==> config.mk <==
export PLATFORM = sky130hd
export DESIGN_NAME = lockstep_startup_handshake_core
export DESIGN_NICKNAME = d
export VERILOG_FILES = /design/src/lsh_pkg.sv /design/src/lsh_csr.sv /design/src/lsh_core.sv /design/src/lockstep_startup_handshake_core.sv
export SDC_FILE = /design/constraint.sdc
export NUM_CORES = 1
export LEC_CHECK = 0
export ABC_AREA = 1
export BUFFER_PORTS_ARGS = -buffer_cell sky130_fd_sc_hd__buf_2
export CORE_MARGIN = 2
export CORE_UTILIZATION = 35
export CTS_BUF_LIST = sky130_fd_sc_hd__clkbuf_8
export CTS_CLUSTER_SIZE = 40
export DETAILED_ROUTE_END_ITERATION = 12
export GPL_TIMING_DRIVEN = 0
export RECOVER_POWER = 50
export SKIP_LAST_GASP = 1
export SLEW_MARGIN = 0
export SYNTH_ARGS = -nofsm -noshare
export SYNTH_HDL_FRONTEND = slang
export SYNTH_SLANG_ARGS = --single-unit
==> constraint.sdc <==
create_clock -name clock -period 2.6 [get_ports clock]
set_input_delay 0.26 -clock clock [delete_from_list [all_inputs] [get_ports clock]]
set_output_delay 0.26 -clock clock [all_outputs]
set_load 0.01 [all_outputs]
==> src/lsh_pkg.sv <==
`default_nettype none
// ----------------------------------------------------------------------------
// lsh_pkg
// Types and codes shared by the lockstep start-up handshake block.
// ----------------------------------------------------------------------------
package lsh_pkg;

   localparam int SLOT_W    = 3;
   localparam int NUM_SLOTS = 1 << SLOT_W;
   localparam int LEN_W     = 16;
   localparam int CSR_IDX_W = 2;
   localparam int CSR_DAT_W = 8;

   // configuration register indexes
   localparam logic [CSR_IDX_W-1:0] CSR_IS_HOST    = 2'd0;
   localparam logic [CSR_IDX_W-1:0] CSR_LOCAL_SLOT = 2'd1;
   localparam logic [CSR_IDX_W-1:0] CSR_PART_MASK  = 2'd2;

   // input action codes
   localparam logic [1:0] ACT_LOAD = 2'd0;
   localparam logic [1:0] ACT_POLL = 2'd1;
   localparam logic [1:0] ACT_MSG  = 2'd2;

   // received message kinds
   localparam logic [2:0] KIND_LOAD_ERR   = 3'd0;
   localparam logic [2:0] KIND_START_COND = 3'd1;
   localparam logic [2:0] KIND_LOADED     = 3'd2;
   localparam logic [2:0] KIND_ACTIONS    = 3'd3;
   localparam logic [2:0] KIND_OTHER      = 3'd4;

   // outgoing message kinds
   localparam logic [1:0] SEND_START_COND = 2'd0;
   localparam logic [1:0] SEND_LOADED     = 2'd1;
   localparam logic [1:0] SEND_LOAD_ERR   = 2'd2;
   localparam logic [1:0] SEND_PLAY_ERR   = 2'd3;

   typedef enum logic [3:0] {
      PH_START       = 4'd0,
      PH_HOST_ARGS   = 4'd1,
      PH_CLIENT_WAIT = 4'd2,
      PH_LOADING     = 4'd3,
      PH_LOADED      = 4'd4,
      PH_LISTEN      = 4'd5,
      PH_PLAYING     = 4'd6,
      PH_FINISHED    = 4'd7,
      PH_LOAD_ERR    = 4'd8,
      PH_PLAY_ERR    = 4'd9
   } phase_type;

   typedef struct packed {
      logic [1:0]       action;
      logic             load_ok;
      logic [2:0]       msg_kind;
      logic [SLOT_W-1:0] sender;
      logic [LEN_W-1:0] msg_len;
   } req_type;

   typedef struct packed {
      logic       send_valid;
      logic [1:0] send_kind;
      logic       game_frame_request;
      logic       load_attempted;
      logic       args_accepted;
      logic       forward_actions;
      logic       unknown_sender;
      logic [3:0] phase;
      logic       in_error;
   } rsp_type;

   typedef struct packed {
      logic              is_host;
      logic [SLOT_W-1:0] local_slot;
      logic [NUM_SLOTS-1:0] participant_mask;
   } cfg_type;

   // slots at or above the participant limit never take part
   function automatic logic [NUM_SLOTS-1:0] slot_limit(input int max_slots);
      logic [NUM_SLOTS-1:0] m;
      for (int i = 0; i < NUM_SLOTS; i++) begin
         m[i] = (i < max_slots);
      end
      return m;
   endfunction

endpackage
`default_nettype wire

==> src/lsh_csr.sv <==
`default_nettype none
// ----------------------------------------------------------------------------
// lsh_csr
// Configuration registers: host mode, own slot and participant mask.
// ----------------------------------------------------------------------------
module lsh_csr (
   input  wire logic                          clock,
   input  wire logic                          reset,
   input  wire logic                          csr_valid,
   output logic                               csr_ready,
   input  wire logic [lsh_pkg::CSR_IDX_W-1:0] csr_index,
   input  wire logic [lsh_pkg::CSR_DAT_W-1:0] csr_wdata,
   output lsh_pkg::cfg_type                   cfg
);

   lsh_pkg::cfg_type cfg_ff, cfg_in;
   logic             wr;

   assign csr_ready = 1'b1;
   assign wr        = csr_valid && csr_ready;

   always_comb begin
      cfg_in = cfg_ff;
      if (wr) begin
         case (csr_index)
            lsh_pkg::CSR_IS_HOST:    cfg_in.is_host = csr_wdata[0];
            lsh_pkg::CSR_LOCAL_SLOT: cfg_in.local_slot = csr_wdata[lsh_pkg::SLOT_W-1:0];
            lsh_pkg::CSR_PART_MASK:  cfg_in.participant_mask = csr_wdata;
            default: ;
         endcase
      end
   end

   always_ff @(posedge clock) begin
      if (reset) begin
         cfg_ff <= '0;
      end else begin
         cfg_ff <= cfg_in;
      end
   end

   assign cfg = cfg_ff;

endmodule
`default_nettype wire

==> src/lsh_core.sv <==
`default_nettype none
// ----------------------------------------------------------------------------
// lsh_core
// Handshake state machine and loaded flags; computes one result per item.
// ----------------------------------------------------------------------------
module lsh_core #(
   parameter int MAX_PARTICIPANTS = 8
) (
   input  wire logic             clock,
   input  wire logic             reset,
   input  wire logic             step,
   input  wire lsh_pkg::req_type item,
   input  wire lsh_pkg::cfg_type cfg,
   output lsh_pkg::rsp_type      result
);

   localparam logic [lsh_pkg::NUM_SLOTS-1:0] SLOT_LIMIT =
      lsh_pkg::slot_limit(MAX_PARTICIPANTS);

   lsh_pkg::phase_type              phase_ff, phase_in;
   logic [lsh_pkg::NUM_SLOTS-1:0]   flags_ff, flags_in;
   logic [lsh_pkg::NUM_SLOTS-1:0]   active;
   logic [lsh_pkg::NUM_SLOTS-1:0]   sender_bit;
   logic [lsh_pkg::NUM_SLOTS-1:0]   flags_set;
   lsh_pkg::phase_type              phase_nx;
   logic [lsh_pkg::NUM_SLOTS-1:0]   flags_nx;

   assign active     = cfg.participant_mask & SLOT_LIMIT;
   assign sender_bit = lsh_pkg::NUM_SLOTS'(1) << item.sender;
   assign flags_set  = flags_ff | sender_bit;

   always_ff @(posedge clock) begin
      if (reset) begin
         phase_ff <= lsh_pkg::PH_START;
         flags_ff <= '0;
      end else begin
         phase_ff <= phase_in;
         flags_ff <= flags_in;
      end
   end

   always_comb begin
      phase_nx = phase_ff;
      flags_nx = flags_ff;
      result   = '0;
      case (item.action)
         lsh_pkg::ACT_LOAD: begin
            if (phase_ff == lsh_pkg::PH_START) begin
               result.load_attempted = 1'b1;
               if (item.load_ok) phase_nx = lsh_pkg::PH_PLAYING;
            end
         end
         lsh_pkg::ACT_POLL: begin
            case (phase_ff)
               lsh_pkg::PH_PLAYING: result.game_frame_request = 1'b1;
               lsh_pkg::PH_START: begin
                  phase_nx = cfg.is_host ? lsh_pkg::PH_HOST_ARGS : lsh_pkg::PH_CLIENT_WAIT;
               end
               lsh_pkg::PH_HOST_ARGS: begin
                  result.send_valid = 1'b1;
                  result.send_kind  = lsh_pkg::SEND_START_COND;
                  phase_nx          = lsh_pkg::PH_LOADING;
               end
               lsh_pkg::PH_LOADING: begin
                  result.load_attempted = 1'b1;
                  phase_nx = item.load_ok ? lsh_pkg::PH_LOADED : lsh_pkg::PH_LOAD_ERR;
               end
               lsh_pkg::PH_LOADED: begin
                  result.send_valid = 1'b1;
                  result.send_kind  = lsh_pkg::SEND_LOADED;
                  phase_nx          = lsh_pkg::PH_LISTEN;
               end
               lsh_pkg::PH_LOAD_ERR: begin
                  result.send_valid = 1'b1;
                  result.send_kind  = lsh_pkg::SEND_LOAD_ERR;
               end
               lsh_pkg::PH_PLAY_ERR: begin
                  result.send_valid = 1'b1;
                  result.send_kind  = lsh_pkg::SEND_PLAY_ERR;
               end
               default: ;
            endcase
         end
         lsh_pkg::ACT_MSG: begin
            // empty messages are dropped
            if (item.msg_len != '0) begin
               case (item.msg_kind)
                  lsh_pkg::KIND_START_COND: begin
                     if (item.sender != cfg.local_slot &&
                         phase_ff == lsh_pkg::PH_CLIENT_WAIT) begin
                        result.args_accepted = 1'b1;
                        phase_nx             = lsh_pkg::PH_LOADING;
                     end
                  end
                  lsh_pkg::KIND_LOADED: begin
                     // once all are loaded, further announcements are ignored
                     if ((flags_ff & active) != active) begin
                        if ((active & sender_bit) != '0) begin
                           flags_nx = flags_set;
                        end else begin
                           result.unknown_sender = 1'b1;
                        end
                        if ((flags_nx & active) == active) phase_nx = lsh_pkg::PH_PLAYING;
                     end
                  end
                  lsh_pkg::KIND_ACTIONS: begin
                     if (phase_ff == lsh_pkg::PH_PLAYING && item.msg_len > 16'd1) begin
                        result.forward_actions = 1'b1;
                     end
                  end
                  default: ;
               endcase
            end
         end
         default: ;
      endcase
      result.phase    = phase_nx;
      result.in_error = (phase_nx == lsh_pkg::PH_LOAD_ERR) ||
                        (phase_nx == lsh_pkg::PH_PLAY_ERR);
      phase_in = step ? phase_nx : phase_ff;
      flags_in = step ? flags_nx : flags_ff;
   end

endmodule
`default_nettype wire

==> src/lockstep_startup_handshake_core.sv <==
`default_nettype none
// Path: an accepted transfer is held in the input register, then its result is
// written to the result register, from which the result transfer is made.
// Throughput: one item per cycle unless the result side stalls; the input and
// result registers run as a two-stage pipeline, taking the next item while a result waits.
// Reset (synchronous, active high) clears the phase, the loaded flags, the
// configuration registers and both valid flags.
// ----------------------------------------------------------------------------
// lockstep_startup_handshake_core
// Top level: input register, handshake core, result register and CSRs.
// ----------------------------------------------------------------------------
module lockstep_startup_handshake_core #(
   parameter int MAX_PARTICIPANTS = 8
) (
   input  wire logic                          clock,
   input  wire logic                          reset,
   input  wire logic                          req_valid,
   output logic                               req_ready,
   input  wire lsh_pkg::req_type              req_data,
   output logic                               rsp_valid,
   input  wire logic                          rsp_ready,
   output lsh_pkg::rsp_type                   rsp_data,
   input  wire logic                          csr_valid,
   output logic                               csr_ready,
   input  wire logic [lsh_pkg::CSR_IDX_W-1:0] csr_index,
   input  wire logic [lsh_pkg::CSR_DAT_W-1:0] csr_wdata
);

   lsh_pkg::cfg_type cfg;
   lsh_pkg::rsp_type result;

   logic             in_valid_ff, in_valid_in;
   lsh_pkg::req_type in_data_ff, in_data_in;
   logic             out_valid_ff, out_valid_in;
   lsh_pkg::rsp_type out_data_ff, out_data_in;
   logic             advance, fire, take;

   lsh_csr u_csr (
      .clock     (clock),
      .reset     (reset),
      .csr_valid (csr_valid),
      .csr_ready (csr_ready),
      .csr_index (csr_index),
      .csr_wdata (csr_wdata),
      .cfg       (cfg)
   );

   lsh_core #(
      .MAX_PARTICIPANTS (MAX_PARTICIPANTS)
   ) u_core (
      .clock  (clock),
      .reset  (reset),
      .step   (fire),
      .item   (in_data_ff),
      .cfg    (cfg),
      .result (result)
   );

   // result register can load when empty or being drained
   assign advance   = !out_valid_ff || rsp_ready;
   assign fire      = in_valid_ff && advance;
   assign req_ready = !in_valid_ff || advance;
   assign take      = req_valid && req_ready;

   always_comb begin
      in_valid_in  = take ? 1'b1 : (fire ? 1'b0 : in_valid_ff);
      in_data_in   = take ? req_data : in_data_ff;
      out_valid_in = fire ? 1'b1 : (rsp_ready ? 1'b0 : out_valid_ff);
      out_data_in  = fire ? result : out_data_ff;
   end

   always_ff @(posedge clock) begin
      if (reset) begin
         in_valid_ff  <= 1'b0;
         out_valid_ff <= 1'b0;
      end else begin
         in_valid_ff  <= in_valid_in;
         out_valid_ff <= out_valid_in;
      end
   end

   always_ff @(posedge clock) begin
      in_data_ff  <= in_data_in;
      out_data_ff <= out_data_in;
   end

   assign rsp_valid = out_valid_ff;
   assign rsp_data  = out_data_ff;

`ifndef ASSERT_OFF
   // a held item must not be lost while the result side is stalled
   a_hold_item: assert property (@(posedge clock) disable iff (reset)
      in_valid_ff && !advance |=> in_valid_ff && $stable(in_data_ff))
      else $error("input item dropped while stalled");

   // every item processed produces a visible result in the next cycle
   a_fire_result: assert property (@(posedge clock) disable iff (reset)
      fire |=> rsp_valid)
      else $error("processed item left no result");

   a_kind_idle: assert property (@(posedge clock) disable iff (reset)
      rsp_valid && !rsp_data.send_valid |-> rsp_data.send_kind == lsh_pkg::SEND_START_COND)
      else $error("send kind set without a send");

   a_forward_playing: assert property (@(posedge clock) disable iff (reset)
      rsp_valid && rsp_data.forward_actions |->
         rsp_data.phase == lsh_pkg::PH_PLAYING)
      else $error("actions forwarded outside playing");

   a_args_loading: assert property (@(posedge clock) disable iff (reset)
      rsp_valid && rsp_data.args_accepted |-> rsp_data.phase == lsh_pkg::PH_LOADING)
      else $error("arguments taken without moving to loading");
`endif

endmodule
`default_nettype wire

Word-level counts from Yosys, hierarchy flattened
Index checks and enable logic that the tools add are counted.
Storage, ports and cells
  register bits after elaboration: 64
  input port bits: 40
  output and inout port bits: 16
  logic and storage cells: 97
Cells by class
  magnitude comparators: 1
  equality and inequality tests: 19
  shift operators: 1
  muxes and demuxes: 28
  bitwise gates (word level): 4
  reductions and logical operators: 23
Operators by type and width (number)
  $mux W8: 5
  $mux W4: 7
  $and A8 B8 Y8: 3
  $eq A4 B4 Y1 const B: 4
  $gt A16 B1 Y1 const B: 1
  $pmux W4 S4: 1
  $reduce_bool A16 Y1: 1
  $pmux W3 S4: 1
  $pmux W4 S3: 1
  $mux W1: 10
  $eq A4 B2 Y1 const B: 2
  $eq A4 B3 Y1 const B: 2
  $eq A8 B8 Y1: 1
  $ne A8 B8 Y1: 1
  $or A8 B8 Y8: 1
  $pmux W4 S2: 1
  $reduce_bool A8 Y1: 1
  $shl A1 B3 Y8 const A: 1
  $eq A3 B2 Y1 const B: 2
  $reduce_and A2 Y1: 3
  $reduce_and A3 Y1: 2
  $reduce_and A5 Y1: 1
  $eq A2 B1 Y1 const B: 2
  $eq A2 B2 Y1 const B: 2
  12 further kinds: 20

Depth between registers and ports, before layout
  depth in word-level cells: 17
  mapped depth: 13
  gate-level depth less buffers: 12

Hierarchy
From an unflattened synthesis, not the netlist that was laid out.
Second synthesis, totals
  cell total of the unflattened synthesis: 347
  area, all modules: 3109.2 µm²
By module, submodules not included
  lsh_core: times used 1, cells each 215, area each 1336.3 µm², seq. area each 240.2 µm²
  lockstep_startup_handshake_core: times used 1, cells each 50, area each 1232.4 µm², seq. area each 1181.1 µm²
  lsh_csr: times used 1, cells each 82, area each 540.5 µm², seq. area each 240.2 µm²

Worst setup path before layout
OpenSTA, ideal clock, no wires.
  path type: register to register
  start: register in_data_ff[17] in the netlist's numbering
  end: register out_data_ff (netlist bit rsp_data[0]) (data pin)
  library setup time: 253 ps
  arrival: 1331 ps
  data required time: 2347 ps
  slack: 1017 ps
  stages on the path, launching flop included: 14
  path buffers: 1
  period minus slack after synthesis: 1583 ps
  cells stage by stage: edfxtp_1 -> buf_6 -> nor2_4 -> nand3_2 -> nand2_1 -> nand2_1 -> nor2_2 -> nand4_2 -> nand2_1 -> nand2_1 -> nand2_1 -> nand2_2 -> nand2_1 -> nor2_1
RTL lines
  start: declaration: line lockstep_startup_handshake_core.sv:33  | lsh_pkg::req_type in_data_ff, in_data_in;
  start signal: assignment: line lockstep_startup_handshake_core.sv:83  | in_data_ff <= in_data_in;
  end signal: assignment: line lockstep_startup_handshake_core.sv:84  | out_data_ff <= out_data_in;
  end: declaration: line lockstep_startup_handshake_core.sv:35  | lsh_pkg::rsp_type out_data_ff, out_data_in;

==> impl_metrics.env <==
export IMPL_status="finished, final reports clean"
export IMPL_syn_area_sq_um=2970
export IMPL_routed_wl_met2_um=2650
export IMPL_hold_ws_ns=0.0866
export IMPL_num_antenna_cells=0
export IMPL_power_density_nw_per_um2=685
export IMPL_grt_max_degree=26
export IMPL_die_w_um=96.0
export IMPL_dp_hpwl_um=4490
export IMPL_hold_violations=0
export IMPL_crit_buf_inv=2
export IMPL_fin_nets=441
export IMPL_clockBufferDepth=2
export IMPL_layout_drive_gt1_share=0.185
export IMPL_min_period_over_period=0.711
export IMPL_finalSetupViolCount=0
export IMPL_cts_resized_gates=0
export IMPL_synth_seq_cells=64
export IMPL_ys_types=32
export IMPL_synth_edf_count=38
export IMPL_worstSetupPathType="flip-flop to flip-flop"
export IMPL_crit_path_end_kind="flip-flop"
export IMPL_report_final_slew_viol_count=0
export IMPL_fp_dieArea_sq_um=9220
export IMPL_critPathMaxFanout=7
export IMPL_htree_levels=3
export IMPL_crit_chain="inv_1, nor2_1, inv_1, o221ai_1, nor2_1, nand2_1, nand2_2, nand2_1, nor2_1"
export IMPL_root_buffer="clkbuf_8"
export IMPL_first_iter_violations=181
export IMPL_hold_buffers=0
export IMPL_fin_setup_tns_ns=0
export IMPL_drt_pre_antenna_iters=5
export IMPL_ant_nets=0
export IMPL_ir_worst_vdd_mv=0.455
export IMPL_routed_wl_um=6000
export IMPL_synth_most_common_cell="nand2_1"
export IMPL_grt_antenna_before_repair=0
export IMPL_via_count=2399
export IMPL_core_area_sq_um=8220
export IMPL_wl_met3_um=486
export IMPL_critPathMaxStageDelay_ns=0.49
export IMPL_boundaryPins=56
export IMPL_synth_area_leaders="edfxtp_1 (38%), dfxtp_1 (18%), nand2_1 (7.0%)"
export IMPL_p_leak_nw=1.50
export IMPL_synth_ff_type="edfxtp_1"
export IMPL_avgSynthCellArea_sq_um=8.83
export IMPL_crit_family="simple AND/OR/NAND/NOR gates"
export IMPL_cp_data_required_time_ns=2.70
export IMPL_post_cts_buffers=0
export IMPL_port_buffers=54
export IMPL_netlist_top_cells_count="nand2_1 (55), inv_1 (47), nor2_1 (47)"
export IMPL_startpoint_type="flip-flop"
export IMPL_numCtsBuffers=9
export IMPL_nFillCells=823
export IMPL_wire_per_inst_um=11.7
export IMPL_hold_path_class="primary input to flip-flop"
export IMPL_fp_dieH_um=96.0
export IMPL_rsz0062_at_grt="false"
export IMPL_insertion_delay_ns=0.34
export IMPL_row_count=33
export IMPL_grt_overflow=0
export IMPL_crit_top_cell="nor2_1"
export IMPL_drt_met1_wl_um=2810
export IMPL_drc_errors=0
export IMPL_clock_fmax_mhz=541
export IMPL_grt_pass1_vias=2207
export IMPL_async_flop_share=0
export IMPL_synthCells=336
export IMPL_worst_slew_pin_slew_ns=0.954
export IMPL_path_clk_slew_ns=0.08
export IMPL_seq_area_frac_synth=0.560
export IMPL_clock_sinks=64
export IMPL_start_util=0.361
export IMPL_layout_min_cycle_time_ns=1.85
export IMPL_routed_top_layer="met4"
export IMPL_synth_top_cell_by_area="edfxtp_1"
export IMPL_drv_cap=0
export IMPL_via_per_inst=4.69
export IMPL_syn2layout_area_growth_pct=20.7
export IMPL_crit_slowest_cell="edfxtp_1"
export IMPL_yosys_warnings=0
export IMPL_globalplace_congestion=0.898
export IMPL_skew_ns=0.00807
export IMPL_max_slew_margin=0.363
export IMPL_syn_num_nets=376
export IMPL_tritoncts="yes"
export IMPL_yosysTopAreaCellShare=0.385
export IMPL_grt_total_usage=0.147
export IMPL_grt_pass1_wl_um=10100
export IMPL_cp_arrival_ns=1.95
## cells in the final DEF, fill, tap and decap left out, types with 4 or more instances in the layout
| cell type | instances |
|---|---|
| dfxtp_1 | 26 |
| buf_6 | 4 |
| a21oi_1 | 23 |
| nand2_1 | 56 |
| nand3_1 | 26 |
| buf_2 | 37 |
| clkbuf_8 | 9 |
| clkbuf_1 | 20 |
| nor2_1 | 48 |
| o21ai_0 | 19 |
| nor3_1 | 8 |
| nand4_1 | 5 |
| edfxtp_1 | 38 |
| inv_1 | 48 |
## power breakdown
| part | switching, W | internal (W) | leakage (nW) |
|---|---|---|---|
| clock | 0.000401 | 0.000638 | 0.119 |
| combinational | 0.000163 | 0.0000950 | 0.797 |
| sequential | 0.0000256 | 0.00113 | 0.581 |
| total | 0.000590 | 0.00186 | 1.50 |
## cell type report
cell class	instances	area, sq um	share of cell area
Sequential cell	64	1660	0.464
Tap cell	105	131	0.0367
Inverter	50	188	0.0524
Buffer	8	63.8	0.0178
Multi-Input combinational cell	214	1040	0.291
Timing Repair Buffer	54	249	0.0696
Clock buffer	9	124	0.0346
Clock inverter	7	120	0.0336
## flip-flops by register name, summed over array words and instances, names as in the netlist
register	count
rsp_data	13
u_csr.cfg	12
in_valid_ff	1
u_core.flags_ff	8
u_core.phase_ff	4
in_data_ff	25
rsp_valid	1
## logic make-up after synthesis
group | synth area share
compound gates | 0.0962
xor+xnor | 0.00886
buf+inv | 0.0848
flops | 0.560
other cells | 0.00126
simple gates | 0.249
## path summary, 6_finish.rpt
kind	cells past startpoint	slack [ns]	startpoint	endpoint
hold / removal	1	0.09	req_data[4]	in_data_ff[4]
hold reg to reg	2	0.49	u_core.flags_ff[5]	u_core.flags_ff[5]
setup reg to reg	9	0.75	in_data_ff[23]	rsp_data[0]
setup / recovery	9	0.75	in_data_ff[23]	rsp_data[0]
## per-stage QoR
stage | std cells | cell area, sq um | power (W) | worst slack (ns) | utilization
final | 511 | 3580 | 0.00245 | 0.753 | 0.436
after detailed placement | 495 | 3370 | 0.00144 | 0.747 | 0.410
after floorplan | 336 | 2970 | 0.00135 | 1.02 | -
after CTS | 511 | 3610 | 0.00249 | 0.742 | 0.439
after global routing | 511 | 3580 | 0.00258 | 0.571 | 0.436
after global placement | 495 | 3370 | 0.00144 | 0.784 | 0.410
## worst reg2reg max path: cells and delay by family (launching register included)
family	cells	cell delay, ns
AO/OA/AOI/OAI	1	0.22
buffers and inverters	2	0.30
flip-flops	1	0.49
AND/OR/NAND/NOR	6	0.58
## routing by layer
layer	up-vias	global-route usage
met5	-	0
met4	0	0.0619
met3	5	0.0470
met2	86	0.217
met1	1070	0.199
li1	1238	-
(Power assumes the default switching activity.)
